### src/hdl/lrrd_pkg.sv
// ----------------------------------------------------------------------------
// lrrd_pkg
// Shared types and constants for the Lehmer range draw unit.
// ----------------------------------------------------------------------------
package lrrd_pkg;

  localparam int unsigned WORD_W = 32;

  // generator constants
  localparam logic [15:0]     LEHMER_MULT = 16'd48271;
  localparam logic [31:0]     MOD_MASK    = 32'h7fff_ffff;
  localparam logic [31:0]     SPAN_TOP    = 32'h8000_0000;
  localparam logic [31:0]     SEED_RESET  = 32'd10;

  // sequencer states
  typedef enum logic [3:0] {
    S_IDLE,
    S_CHECK,
    S_DIV1,
    S_MUL,
    S_FOLD,
    S_NEXT,
    S_TEST,
    S_DIV2,
    S_OUT
  } lrrd_state_t;

  // serial divider status
  typedef struct packed {
    logic busy;
    logic done;
  } div_status_t;

endpackage

### src/hdl/lrrd_if.sv
// ----------------------------------------------------------------------------
// lrrd_req_if / lrrd_res_if
// Valid/ready channels for draw requests and draw results.
// ----------------------------------------------------------------------------
interface lrrd_req_if;
  import lrrd_pkg::*;

  logic              valid;
  logic              ready;
  logic [WORD_W-1:0] min_value;
  logic [WORD_W-1:0] max_value;

  modport source (output valid, output min_value, output max_value, input ready);
  modport sink   (input valid, input min_value, input max_value, output ready);
endinterface

interface lrrd_res_if;
  import lrrd_pkg::*;

  logic              valid;
  logic              ready;
  logic [WORD_W-1:0] value;
  logic              range_error;

  modport source (output valid, output value, output range_error, input ready);
  modport sink   (input valid, input value, input range_error, output ready);
endinterface

### src/hdl/lrrd_div.sv
// ----------------------------------------------------------------------------
// lrrd_div
// Restoring radix-2 divider, one quotient bit per cycle.
// ----------------------------------------------------------------------------
module lrrd_div (
  input  logic                clk,
  input  logic                rst,
  input  logic                start,
  input  logic [31:0]         dividend,
  input  logic [31:0]         divisor,
  output logic [31:0]         quotient,
  output logic [31:0]         remainder,
  output lrrd_pkg::div_status_t status
);
  import lrrd_pkg::*;

  logic        busy;
  logic        done;
  logic [4:0]  cnt;
  logic [31:0] rem;
  logic [31:0] quo;
  logic [31:0] dsr;
  logic [32:0] trial;
  logic [32:0] diff;

  // one trial subtraction per cycle
  assign trial = {rem, quo[31]};
  assign diff  = trial - {1'b0, dsr};

  // control
  always_ff @(posedge clk) begin
    if (rst) begin
      busy <= 1'b0;
      done <= 1'b0;
      cnt  <= '0;
    end else begin
      done <= 1'b0;
      if (start) begin
        busy <= 1'b1;
        cnt  <= 5'd31;
      end else if (busy) begin
        cnt <= cnt - 5'd1;
        if (cnt == 5'd0) begin
          busy <= 1'b0;
          done <= 1'b1;
        end
      end
    end
  end

  // remainder and dividend/quotient shift register
  always_ff @(posedge clk) begin
    if (start) begin
      rem <= '0;
      quo <= dividend;
      dsr <= divisor;
    end else if (busy) begin
      if (!diff[32]) begin
        rem <= diff[31:0];
        quo <= {quo[30:0], 1'b1};
      end else begin
        rem <= trial[31:0];
        quo <= {quo[30:0], 1'b0};
      end
    end
  end

  assign quotient    = quo;
  assign remainder   = rem;
  assign status.busy = busy;
  assign status.done = done;

endmodule

### src/hdl/lehmer_rng_range_draw_unit.sv
// ----------------------------------------------------------------------------
// lehmer_rng_range_draw_unit
// Uniform draw from an inclusive range on a MINSTD (48271) Lehmer generator.
// ----------------------------------------------------------------------------
// One request at a time. A request that fails the range check (max below
// min, or a range size of zero or above 2^31) answers with value 0 and
// range_error set and leaves the generator alone. A served request runs
// the bucket-size division, then a generator step (bit-serial multiply by
// 48271, then fold and bound test), then the bucket-index division, with
// handshakes around them; each rejected draw adds one more generator step.
// Both divisions use the shared bit-serial divider. A new request is taken
// while the last result still waits on the output. Writing seed_wdata with
// seed_we loads the generator state; write it only while the unit is idle.
module lehmer_rng_range_draw_unit (
  input  logic        clk,
  input  logic        rst,
  input  logic        seed_we,
  input  logic [31:0] seed_wdata,
  lrrd_req_if.sink    req,
  lrrd_res_if.source  res
);
  import lrrd_pkg::*;

  lrrd_state_t state;
  lrrd_state_t state_next;

  logic [31:0] gen_state;
  logic [31:0] min_reg;
  logic [31:0] max_reg;
  logic [31:0] per_bucket;
  logic [31:0] limit;
  logic [31:0] acc_lo;
  logic [31:0] acc_hi;
  logic [3:0]  mul_cnt;

  logic [31:0] draw_value;
  logic        draw_err;

  logic        out_valid;
  logic [31:0] out_value;
  logic        out_err;

  logic        div_start;
  logic [31:0] div_dividend;
  logic [31:0] div_divisor;
  logic [31:0] div_quo;
  logic [31:0] div_rem;
  div_status_t div_stat;

  logic [31:0] span;
  logic        bad_range;
  logic        mul_bit;
  logic [31:0] fold_x;
  logic [31:0] fold_r;
  logic        out_free;
  logic        accept;

  // range check on the latched request
  assign span      = max_reg - min_reg + 32'd1;
  assign bad_range = (max_reg < min_reg) || (span == '0) || (span > SPAN_TOP);

  // multiplier constant bit, msb first
  assign mul_bit = LEHMER_MULT[mul_cnt];

  // end-around fold of the split products
  assign fold_x = acc_lo + {1'b0, acc_hi[15:0], 15'd0} + {16'd0, acc_hi[31:16]};
  assign fold_r = {1'b0, acc_lo[30:0]} + {31'd0, acc_lo[31]};

  assign out_free = !out_valid || res.ready;
  assign accept   = req.valid && req.ready;

  // shared serial divider
  lrrd_div u_div (
    .clk       (clk),
    .rst       (rst),
    .start     (div_start),
    .dividend  (div_dividend),
    .divisor   (div_divisor),
    .quotient  (div_quo),
    .remainder (div_rem),
    .status    (div_stat)
  );

  assign div_dividend = (state == S_CHECK) ? SPAN_TOP : gen_state;
  assign div_divisor  = (state == S_CHECK) ? span : per_bucket;

  // state register
  always_ff @(posedge clk) begin
    if (rst) begin
      state <= S_IDLE;
    end else begin
      state <= state_next;
    end
  end

  // next state and strobes
  always_comb begin
    state_next = state;
    div_start  = 1'b0;
    req.ready  = 1'b0;
    unique case (state)
      S_IDLE: begin
        req.ready = 1'b1;
        if (req.valid) state_next = S_CHECK;
      end
      S_CHECK: begin
        if (bad_range) begin
          state_next = S_OUT;
        end else begin
          div_start  = 1'b1;
          state_next = S_DIV1;
        end
      end
      S_DIV1: begin
        if (div_stat.done) state_next = S_MUL;
      end
      S_MUL: begin
        if (mul_cnt == 4'd0) state_next = S_FOLD;
      end
      S_FOLD: state_next = S_NEXT;
      S_NEXT: state_next = S_TEST;
      S_TEST: begin
        if (gen_state < limit) begin
          div_start  = 1'b1;
          state_next = S_DIV2;
        end else if (gen_state == MOD_MASK) begin
          state_next = S_OUT;
        end else begin
          state_next = S_MUL;
        end
      end
      S_DIV2: begin
        if (div_stat.done) state_next = S_OUT;
      end
      S_OUT: begin
        if (out_free) state_next = S_IDLE;
      end
      default: state_next = S_IDLE;
    endcase
  end

  // generator state
  always_ff @(posedge clk) begin
    if (rst) begin
      gen_state <= SEED_RESET;
    end else if (seed_we) begin
      gen_state <= seed_wdata;
    end else if (state == S_NEXT) begin
      gen_state <= fold_r;
    end
  end

  // request capture, bucket setup, bit-serial multiply and fold
  always_ff @(posedge clk) begin
    if (accept) begin
      min_reg <= req.min_value;
      max_reg <= req.max_value;
    end
    if (state == S_DIV1 && div_stat.done) begin
      per_bucket <= div_quo;
      limit      <= SPAN_TOP - div_rem;
    end
    if ((state == S_DIV1 && div_stat.done) || (state == S_TEST)) begin
      mul_cnt <= 4'd15;
      acc_lo  <= '0;
      acc_hi  <= '0;
    end else if (state == S_MUL) begin
      mul_cnt <= mul_cnt - 4'd1;
      acc_lo  <= {acc_lo[30:0], 1'b0} + (mul_bit ? {17'd0, gen_state[14:0]} : 32'd0);
      acc_hi  <= {acc_hi[30:0], 1'b0} + (mul_bit ? {15'd0, gen_state[31:15]} : 32'd0);
    end else if (state == S_FOLD) begin
      acc_lo <= fold_x;
    end
  end

  // draw in progress, set by error or by the bucket-index division
  always_ff @(posedge clk) begin
    if (state == S_CHECK || state == S_TEST) begin
      draw_value <= '0;
      draw_err   <= 1'b1;
    end else if (state == S_DIV2 && div_stat.done) begin
      draw_value <= min_reg + div_quo;
      draw_err   <= 1'b0;
    end
  end

  // result register
  always_ff @(posedge clk) begin
    if (rst) begin
      out_valid <= 1'b0;
    end else if (state == S_OUT && out_free) begin
      out_valid <= 1'b1;
    end else if (res.ready) begin
      out_valid <= 1'b0;
    end
  end

  always_ff @(posedge clk) begin
    if (state == S_OUT && out_free) begin
      out_value <= draw_value;
      out_err   <= draw_err;
    end
  end

  assign res.valid       = out_valid;
  assign res.value       = out_value;
  assign res.range_error = out_err;

  // checks
  a_idle_ready: assert property (@(posedge clk) disable iff (rst)
    req.ready |-> state == S_IDLE)
    else $error("ready raised outside idle");

  a_accept_check: assert property (@(posedge clk) disable iff (rst)
    accept |=> state == S_CHECK)
    else $error("accepted request did not enter range check");

  a_div_idle: assert property (@(posedge clk) disable iff (rst)
    state == S_IDLE |-> !div_stat.busy)
    else $error("divider busy while unit idle");

  a_err_zero: assert property (@(posedge clk) disable iff (rst)
    res.valid && res.range_error |-> res.value == '0)
    else $error("error result with nonzero value");

endmodule
### src/flat_wrapper.sv
// flat-port wrapper written by rule: the top's interface ports become plain ports
module lehmer_rng_range_draw_unit_flat import lrrd_pkg::*;
  (clk, rst, seed_we, seed_wdata, req_valid, req_min_value, req_max_value, req_ready, res_valid, res_value, res_range_error, res_ready);
  lrrd_req_if req_i ();
  lrrd_res_if res_i ();
  input  logic clk;
  input  logic rst;
  input  logic seed_we;
  input  logic [31:0] seed_wdata;
  input wire logic [$bits(req_i.valid)-1:0] req_valid;
  input wire logic [$bits(req_i.min_value)-1:0] req_min_value;
  input wire logic [$bits(req_i.max_value)-1:0] req_max_value;
  output wire logic [$bits(req_i.ready)-1:0] req_ready;
  output wire logic [$bits(res_i.valid)-1:0] res_valid;
  output wire logic [$bits(res_i.value)-1:0] res_value;
  output wire logic [$bits(res_i.range_error)-1:0] res_range_error;
  input wire logic [$bits(res_i.ready)-1:0] res_ready;
  assign req_i.valid = req_valid;
  assign req_i.min_value = req_min_value;
  assign req_i.max_value = req_max_value;
  assign req_ready = req_i.ready;
  assign res_valid = res_i.valid;
  assign res_value = res_i.value;
  assign res_range_error = res_i.range_error;
  assign res_i.ready = res_ready;
  lehmer_rng_range_draw_unit u_core (.clk(clk), .rst(rst), .seed_we(seed_we), .seed_wdata(seed_wdata), .req(req_i), .res(res_i));
endmodule
### config.mk
export PLATFORM = sky130hd
export DESIGN_NAME = lehmer_rng_range_draw_unit_flat
export DESIGN_NICKNAME = d
export VERILOG_FILES = /design/src/hdl/lrrd_pkg.sv /design/src/hdl/lrrd_if.sv /design/src/hdl/lrrd_div.sv /design/src/hdl/lehmer_rng_range_draw_unit.sv /design/src/flat_wrapper.sv
export SDC_FILE = /design/constraint.sdc
export NUM_CORES = 1
export LEC_CHECK = 0
export BUFFER_PORTS_ARGS = -buffer_cell sky130_fd_sc_hd__clkbuf_2
export CORE_MARGIN = 8
export CORE_UTILIZATION = 58
export CTS_BUF_LIST = sky130_fd_sc_hd__clkbuf_8
export DETAILED_ROUTE_END_ITERATION = 12
export PLACE_DENSITY = 0.76
export SLEW_MARGIN = 5
export SYNTH_ARGS = -nofsm -noshare
export SYNTH_HDL_FRONTEND = slang
export SYNTH_SLANG_ARGS = --single-unit
export TNS_END_PERCENT = 30
### constraint.sdc
create_clock -name clk -period 7.2 [get_ports clk]
set_input_delay 1.08 -clock clk [delete_from_list [all_inputs] [get_ports clk]]
set_output_delay 1.08 -clock clk [all_outputs]
set_load 0.005 [all_outputs]
-- Word-level counts from Yosys, hierarchy flattened
Memory sizes are Yosys's and may differ from the RTL's. A register that Yosys moved wholly into a read port is not among the register bits.
Cells that the tools add are included.
- bits in read-only memories: 16
- memories: 1
- input bits: 101
- register bits: 402
- memory list (name ; depth ; bits a word ; read ports ; clocked after memory_dff ; wr ports ; line ; source):
    (name not given) ; 16 ; 1 ; 1 ; 1 ; 0 ; lehmer_rng_range_draw_unit.sv:63 ; assign mul_bit = LEHMER_MULT[mul_cnt];
- equality and inequality tests: 14
- multiplexer cells: 36
- order comparisons: 4
- reduce and logical (&&, ||, !) cells: 20
- add/subtract/negate cells: 12
- bitwise operators: 1
- operator list (operator ; number):
    32-bit 2-to-1 mux ; 9
    32-bit adder ; 3
    32-bit less-than comparator ; 2
    4-bit 2-to-1 mux ; 10
    4-bit one-hot mux with 9 select lines ; 1
    33-bit by 32-bit subtractor with 33-bit output ; 1
    31-bit by 1-bit adder with 32-bit output ; 1
    32-bit by 1-bit adder with 32-bit output, second input constant ; 1
    32-bit by 16-bit adder with 32-bit output ; 1
    32-bit by 31-bit adder with 32-bit output ; 1
    32-bit by 31-bit == test with 1-bit output, second input constant ; 1
    32-bit > comparator, second input constant ; 1
    32-bit zero test ; 1
    32-bit subtractor ; 1
    32-bit subtractor, first input constant ; 1
    17-bit 2-to-1 mux ; 1
    4-bit by 3-bit == test with 1-bit output, second input constant ; 4
    15-bit 2-to-1 mux ; 1
    1-bit 2-to-1 mux ; 11
    5-bit 2-to-1 mux ; 2
    4-bit by 2-bit == test with 1-bit output, second input constant ; 2
    4-bit zero test ; 2
    2-bit nonzero test ; 4
    2-bit != test, second input constant ; 3
    other kinds (14) ; 22

-- Longest topological paths before layout
Gate-level depths: netlist of run 1.
- word-level depth: 8
- mapped depth: 18
- depth with buffers taken out: 16

-- By module
From an unflattened synthesis of run 1, not the netlist that was laid out.
- cells, all modules: 2920
- area, all modules: 26761.9 sq um
- by module, submodules not included (module ; area an instance (sq um) ; seq. area each (sq um) ; cells an instance ; instances):
    lehmer_rng_range_draw_unit ; 20962.6 ; 7617.3 ; 2347 ; 1
    lrrd_div ; 5799.3 ; 2702.6 ; 573 ; 1

-- Least setup slack after synthesis of run 1
No wires, ideal clock.
- kind: register to register
- start point: reg u_core.min_reg[1]
- end point: reg u_core.u_div.quo[0] (netlist: u_core.u_div.quotient[0]) (enable)
- arrival time: 4744 ps
- clock period less this slack: 5306 ps
- path slack: 1894 ps
- required time: 6638 ps
- setup time: 562 ps
- cell stages (with the launch flop): 16
- cell sequence: edfxtp_1 > ha_1 > inv_1 > ha_1 > fa_1 > nand2b_1 > a211oi_1 > o2111a_1 > or4b_1 > and4_4 > or3b_1 > a211oi_2 > nand4_1 > nor2_2 > mux2i_1 > nand3_1
- cells in the longest elaborated chain, start to end: 8
- RTL lines (item ; line ; source):
    from (decl) ; lehmer_rng_range_draw_unit.sv:28 ; logic [31:0] min_reg;
    from (signal assigned) ; lehmer_rng_range_draw_unit.sv:156 ; min_reg <= req.min_value;
    branches (longest 4 deep; another with 32-bit subtractor) ; - ;
    1-bit logical OR * ; lehmer_rng_range_draw_unit.sv:60 ; assign bad_range = (max_reg < min_reg) || (span == '0) || (span > SPAN_TOP);
    1-bit 2-to-1 mux * ; lehmer_rng_range_draw_unit.sv:107 ; if (bad_range) begin
    1-bit one-hot mux with 2 select lines * ; lehmer_rng_range_draw_unit.sv:101 ; unique case (state)
    2-bit nonzero test (no line) * ; - ;
    to (signal assigned) ; lrrd_div.sv:55 ; quo <= dividend;
    to (signal assigned) ; lrrd_div.sv:60 ; quo <= {quo[30:0], 1'b1};
    to (signal assigned) ; lrrd_div.sv:63 ; quo <= {quo[30:0], 1'b0};
    to (decl) ; lrrd_div.sv:21 ; logic [31:0] quo;
Mark *: on every way between the ends.
A chain may end at the register's enable or synchronous reset.

-- Worst setup path in the final report of run 1
- start point: reg u_core.min_reg[4]
- end point: reg u_core.u_div.dsr[14] (enable)
- cells in the longest elaborated chain, start to end: 7
- RTL lines (item ; line ; source):
    branches (longest 4 deep; another with 32-bit subtractor) ; - ;
    1-bit logical OR * ; lehmer_rng_range_draw_unit.sv:60 ;
    1-bit 2-to-1 mux * ; lehmer_rng_range_draw_unit.sv:107 ;
    1-bit one-hot mux with 2 select lines * ; lehmer_rng_range_draw_unit.sv:101 ;
    via u_core.div_start ; lehmer_rng_range_draw_unit.sv:43 ; logic div_start;
    to (signal assigned) ; lrrd_div.sv:56 ; dsr <= divisor;
    to (decl) ; lrrd_div.sv:22 ; logic [31:0] dsr;
Mark *: on every way through the listed nets, which the timed path passes.

==> results.txt, run 1 <==
* Critical Path Start Type: flip-flop
- Setup repair after global routing left no endpoint under its margin.
* Number of placement rows: 78
* Detailed-route wire length per cell: 20.1 um
- Measured along the x axis, the die boundary spans 231 um.
* Core occupancy in the finished layout: 64.7%
- Pin placement for this block handled 136 I/O pins.
- For this design the ratio of total power to cell area is 341 nW/um2.
* Overall routing resource usage: 27.3%
- The initial utilization of the core area, before any placement, comes to 58.9%.
* Clock root cell: sky130_fd_sc_hd__clkbuf_8
- Derived from the worst setup path, the maximum achievable clock frequency is 167 MHz.
* Iteration count of the initial detailed-routing pass: 5
* Largest fanout on the critical path: 32
* Maximum buffer depth of the clock tree: 3
- In the synthesized netlist, the number of instances is 2,931.
- In this run the post-CTS setup repair buffer count came out at 0.
* Final worst path period need: 5980 ps
* Count of cell types in the netlist: 82
- Headroom to the max-slew limit came out at 16.1%.
- HPWL after detailed placement: 55.7 mm
* Maximum number of pins on one net before global-route repair: 84
- Remaining number of nets flagged by the antenna check after routing: 0
- After clock tree synthesis, the flow added hold-fix buffers numbering 0.
- For the pin with the worst max-slew slack, the measured transition is 1260 ps.
- The path class of the tightest hold or removal check is reg -> reg.
* Worst-Skew Late Latency: 650 ps
* Number of failing hold endpoints at the final stage: 0
* Final setup violation count: 0
- The mapped netlist covers 26,700 um2.
* Aggregate negative setup slack: 0 ps
- Synthesized netlist net count: 3,308
* Static Leak: 0.0124 uW
- TritonCTS built the clock tree.
- The critical path is of the reg -> reg type.
- Setup slack on the worst reg-to-reg path comes out at 1220 ps.
- GP Congestion: 0.927
- The share of the Yosys chip area taken by registers is 38.6%.
- The number of max-slew violations in the final report came to 0.
- Data on the critical path is required at its endpoint by 7280 ps.
- Counting the buffers created by CTS gives 73.
* Non-filler instance count after layout: 3,713
- Final-stage net count: 3,434
- Endpoint type of the worst setup path: flip-flop
- After layout, the worst path uses 83.1% of the clock period.
- Summed over all layers, the global routing overflow is 0.
* H-tree level count: 3
* Area of the core region: 45,400 um2
* Floorplan die area: 53,200 um2
- Number of instances in the placed design: 3,582
- Counting flops and latches in the post-synthesis netlist gives 403.
- In the final layout, the share of cells above drive strength 1 is 9.77%.
- Measured along the y axis, the die boundary spans 231 um.
- The synthesized design contains 225 enable-type register cells.
* Overall routed net length: 74.7 mm
* Critical Path AT: 6060 ps
- Global-route wire length before repair: 117 mm
- After synthesis, the share of flip-flops with an asynchronous set or reset is 0%.
* Synthesis-to-layout area growth: 9.90%
- The clock arrives with 36.4 ps of skew.
- Diodes inserted: 0
- Final-layout fill cell count: 3,775
- Most instantiated flip-flop cell in the synthesis netlist: sky130_fd_sc_hd__edfxtp_1
- The number of global-route vias before repair is 21,500.
* Number of warning messages in the yosys log: 0
- The routed layout has 22,500 vias.
- Highest-count cells in the layout ignoring fill and taps: sky130_fd_sc_hd__nand2_1 (298), sky130_fd_sc_hd__ha_1 (254), sky130_fd_sc_hd__a21oi_1 (242)
* Number of port buffers: 135
- After clock tree synthesis, the clock-pin slew on the worst setup and hold paths is 70 ps.
- Number of instances resized during post-cts repair: 0
- Max-cap violations in this run came to 0.
- Mapped Avg Cell Area: 9.11 um2
* Post-DR vias/cell: 6.06
- In this run, the number of DRC markers left after iteration 0 of detailed routing was 1,727.
- IR drop worst, VDD: 196 uV
- TritonCTS sink count: 403
- Leaving out fill and tap cells, the most frequent cell in the layout is sky130_fd_sc_hd__nand2_1.
- Drt drc: 0
* Result of the run: completed
- The initial antenna violation count is 0.
logic make-up after synthesis:
logic type	share of synthesized area (%)
multiplexers	1.72
flip-flops	38.6
adder cells (fa/ha/maj)	13.5
AND/OR/NAND/NOR	16.7
buffers and inverters	4.49
AO/OA/AOI/OAI	17.8
XOR/XNOR	7.11
final cells by class:
cell class | instances | area [um2] | share of cell area (%)
clock buffers | 83 | 1140 | 3.89
well taps | 600 | 751 | 2.56
repair buffers | 164 | 893 | 3.04
flip-flops and latches | 403 | 10300 | 35.2
inverters | 196 | 736 | 2.51
multi-input cells | 2219 | 15200 | 51.9
clock inverters | 48 | 280 | 0.955
layer usage:
| layer | GRT usage [%] | wire length (um) |
|---|---|---|
| met5 | 0 | 0 |
| met4 | 11.2 | 2710 |
| met3 | 4.87 | 6380 |
| met2 | 41.0 | 32200 |
| met1 | 38.7 | 33500 |
path summary, 6_finish.rpt:
kind	depth (start not counted)	endpoint	from
setup / recovery	14	u_core.u_div.dsr[14]	u_core.min_reg[4]
hold / removal	0	u_core.res.value[11]	u_core.draw_value[11]
setup reg to reg	14	u_core.u_div.dsr[14]	u_core.min_reg[4]
hold reg to reg	0	u_core.res.value[11]	u_core.draw_value[11]
cells in the mapped netlist, drive strengths merged (10+ instances only):
cell type	n	area [um2]
dfxtp	178	3560
fa	22	440
nand3	57	285
o21bai	24	180
nand2b	36	225
a21o	57	428
nand4	31	194
a21oi	242	1210
o21ai	151	756
nor2	241	907
buf	16	98.8
xor2	83	727
and2	41	257
a31oi	27	169
o211ai	15	113
o221ai	15	131
nor4	20	125
and3	29	181
ha	254	3180
nor3b	11	82.6
nor2b	47	294
inv	195	732
clkbuf	97	365
a2111oi	25	219
o21a	22	165
mux2	13	150
mux2i	31	310
or3	16	100
o2111ai	11	96.3
xnor2	134	1170
nand2	298	1120
edfxtp	225	6760
a211oi	74	566
o31ai	10	75.1
nor3	61	305
metrics by stage:
stage	worst slack [ps]	power, uW	area, um2	hold slack [ps]
final	1220	10000	29400	431
after CTS	1250	9990	29400	430
after detailed placement	1290	7820	27900	418
after floorplan	1890	6730	26700	408
after global placement	1600	7680	27900	415
after global routing	798	10700	29400	435
where the power goes:
part           switching [uW]  internal, uW  leakage [uW]
combinational            2440          1890       0.00805
clock                     983          1160      0.000824
sequential                617          2920       0.00355
worst max-delay path, stage by stage (launching register included):
cell,delay (ps)
sky130_fd_sc_hd__edfxtp_1,390
sky130_fd_sc_hd__inv_1,90
sky130_fd_sc_hd__ha_1,180
sky130_fd_sc_hd__inv_1,60
sky130_fd_sc_hd__fa_1,550
sky130_fd_sc_hd__nor4b_1,770
sky130_fd_sc_hd__o31a_1,320
sky130_fd_sc_hd__xor2_1,130
sky130_fd_sc_hd__nor4_1,290
sky130_fd_sc_hd__and4_1,270
sky130_fd_sc_hd__nand4_1,90
sky130_fd_sc_hd__or4b_1,550
sky130_fd_sc_hd__nor2_2,200
sky130_fd_sc_hd__mux2i_1,610
sky130_fd_sc_hd__nand2_1,910
Power figures use the tool's default switching activity.
==> run 2, diff against run 1 <==
Clock period 7.2 ns to 6 ns, I/O delays scaled along.
==> results.txt, run 2 (same netlist as run 1, synthesis figures left out) <==
- After detailed routing, the average wire length per cell comes to 20.1 um.
- The die is 231 um wide.
- Max incr delay on CP: 620 ps
- After floorplanning, the core was sized to cover 45,400 um2.
* Vias in the first global route: 21,700
- Critical Path Start Type: flip-flop
- Dpl ws: 913 ps
* Static Leak: 0.0125 uW
- Global routing used 27.4% of the available tracks across all layers.
- Largest fanout on the critical path: 22
- Post-Route Skew: 25.4 ps
- Relative max-transition margin: 24.4%
- For this run, the share of the core covered by cells in the final layout is 65.0%.
* Final-layout fill cell count: 3,782
- After detailed routing, the number of vias per cell comes to 6.08.
- The area growth from synthesis to layout is 10.4%.
- Across the run, the number of max-cap violations was 0.
* Final setup violation count: 0
- The tree is rooted in a sky130_fd_sc_hd__clkbuf_8.
* Grt total ovfl: 0
* RSZ-0062 raised after global routing: no
* Remaining number of nets flagged by the antenna check after routing: 0
* Commonest non-fill, non-tap cell in the layout: sky130_fd_sc_hd__nand2_1
* Clk slew on worst S/H paths: 60 ps
- For this design the ratio of total power to cell area is 412 nW/um2.
- IR drop worst, VDD: 258 uV
* Top Ports: 136
* DRC violation total after the first TritonRoute iteration: 1,845
* Critical Path AT: 5540 ps
- In this run the post-CTS setup repair buffer count came out at 0.
- Max Clock Freq: 193 MHz
- The first detailed-routing pass ran for 5 iterations.
- Detailed routing inserted a total of 22,600 vias.
- HP Class: reg -> reg
- Maximum number of pins on one net before global-route repair: 84
- Number of antenna violations at the first check in global routing: 0
* Design area: 29,500 um2
- Share of layout cells above drive strength 1: 10.3%
- Max-slew violation count: 0
- The worst setup path is of the reg -> reg kind.
* Total CTS buffers: 70
- CP max-delay cell: sky130_fd_sc_hd__mux2i_1
- The first global-routing pass estimated 117 mm of wire.
- Worst Setup Slack, final: 807 ps
- Data on the critical path is required at its endpoint by 6350 ps.
* Number of instances resized during post-cts repair: 0
* Transition at the pin with the smallest max-transition slack: 1130 ps
- TritonCTS built the clock tree.
- Number of port buffers: 135
* Critical path cell sequence: inv_1 > ha_1 > inv_1 > fa_1 > inv_1 > a21oi_1 > o221ai_1 > a22oi_1 > a211oi_1 > o31ai_1 > nand4_1 > or4b_1 > nor2_2 > mux2i_1 > nand3_1 > buf_4
* Maximum buffer depth of the clock tree: 3
* TritonCTS sink count: 403
- Floorplan die area: 53,200 um2
- The worst setup path is captured at a flip-flop.
- After the last flow step, the layout net total stands at 3,437.
* Cell repeated most along the worst path: sky130_fd_sc_hd__inv_1
- Setup total negative slack on the finished layout was measured at 0 ps.
* Number of failing hold endpoints at the final stage: 0
- For this configuration, the core starts out at a cell density of 58.9%.
- Row generation in the floorplan step produced 78 rows.
- Summing all placed instances gives a cell area of 28,000 um2.
* Worst-Skew Late Latency: 640 ps
- Result of the run: completed
- After layout, the minimum clock period comes to 5190 ps.
* Final worst-path cycle share: 86.6%
- Drt drc: 0
- The wire-length estimate of the detail-placed layout is 56.6 mm.
- H-tree level count: 3
* Die H: 231 um
* # hold bufs at CTS: 0
* Overall routed net length: 74.7 mm
- In the layout the commonest cells are sky130_fd_sc_hd__nand2_1 (298), sky130_fd_sc_hd__ha_1 (254), sky130_fd_sc_hd__a21oi_1 (242).
- GP Congestion: 0.940
run 2: changes by cell type in the layout (fill, tap and decap cells not counted), sizes merged:
cell      previous run  this run
diode                0         2
clkinvlp             2         3
buf                 29        35
inv                222       217
clkbuf             218       217
clkinv              17        18
bufinv               3         6
run 2: final cells by class:
type / instances / area, um2 / area share [%]
diodes: 2 / 5.00 / 0.0170
repair buffers: 170 / 938 / 3.18
clock inverters: 48 / 375 / 1.27
inverters: 196 / 736 / 2.49
flip-flops and latches: 403 / 10300 / 35.0
multi-input cells: 2219 / 15200 / 51.7
well taps: 600 / 751 / 2.55
clock buffers: 82 / 1130 / 3.83
run 2: metal layers:
metal | GRT usage [%] | part of all wire [%]
met4 | 11.5 | 3.8
met1 | 38.0 | 44
met2 | 41.6 | 43
met5 | 0 | 0
met3 | 5.14 | 8.9
run 2: stage by stage:
stage,total power [uW],hold slack (ps),instances
final,12200,428,3720
after floorplan,8080,408,2931
after global routing,13000,424,3718
after detailed placement,9390,415,3588
after CTS,12100,401,3718
after global placement,9230,416,3588
run 2: final timing paths:
path	start	to	slack, ps	cells past startpoint
hold reg to reg	u_core.draw_value[12]	u_core.res.value[12]	430	0
setup reg to reg	u_core.min_reg[10]	u_core.u_div.quotient[12]	810	16
hold / removal	u_core.draw_value[12]	u_core.res.value[12]	430	0
setup / recovery	u_core.min_reg[10]	u_core.u_div.quotient[12]	810	16
run 2: critical path, delay by kind of cell (launching register included):
family | cells | cell delay, ps
simple gates | 4 | 1120
fa+ha+maj | 2 | 700
flops | 1 | 400
compound gates | 5 | 1580
buf+inv | 4 | 490
mux | 1 | 620
run 2: power breakdown:
group          internal (uW)  leakage (uW)  switching [uW]  total, uW
Sequential              3510       0.00355             734       4240
Combinational           2270       0.00808            2950       5220
Clock                   1520      0.000848            1180       2690
Total                   7290        0.0125            4870      12200
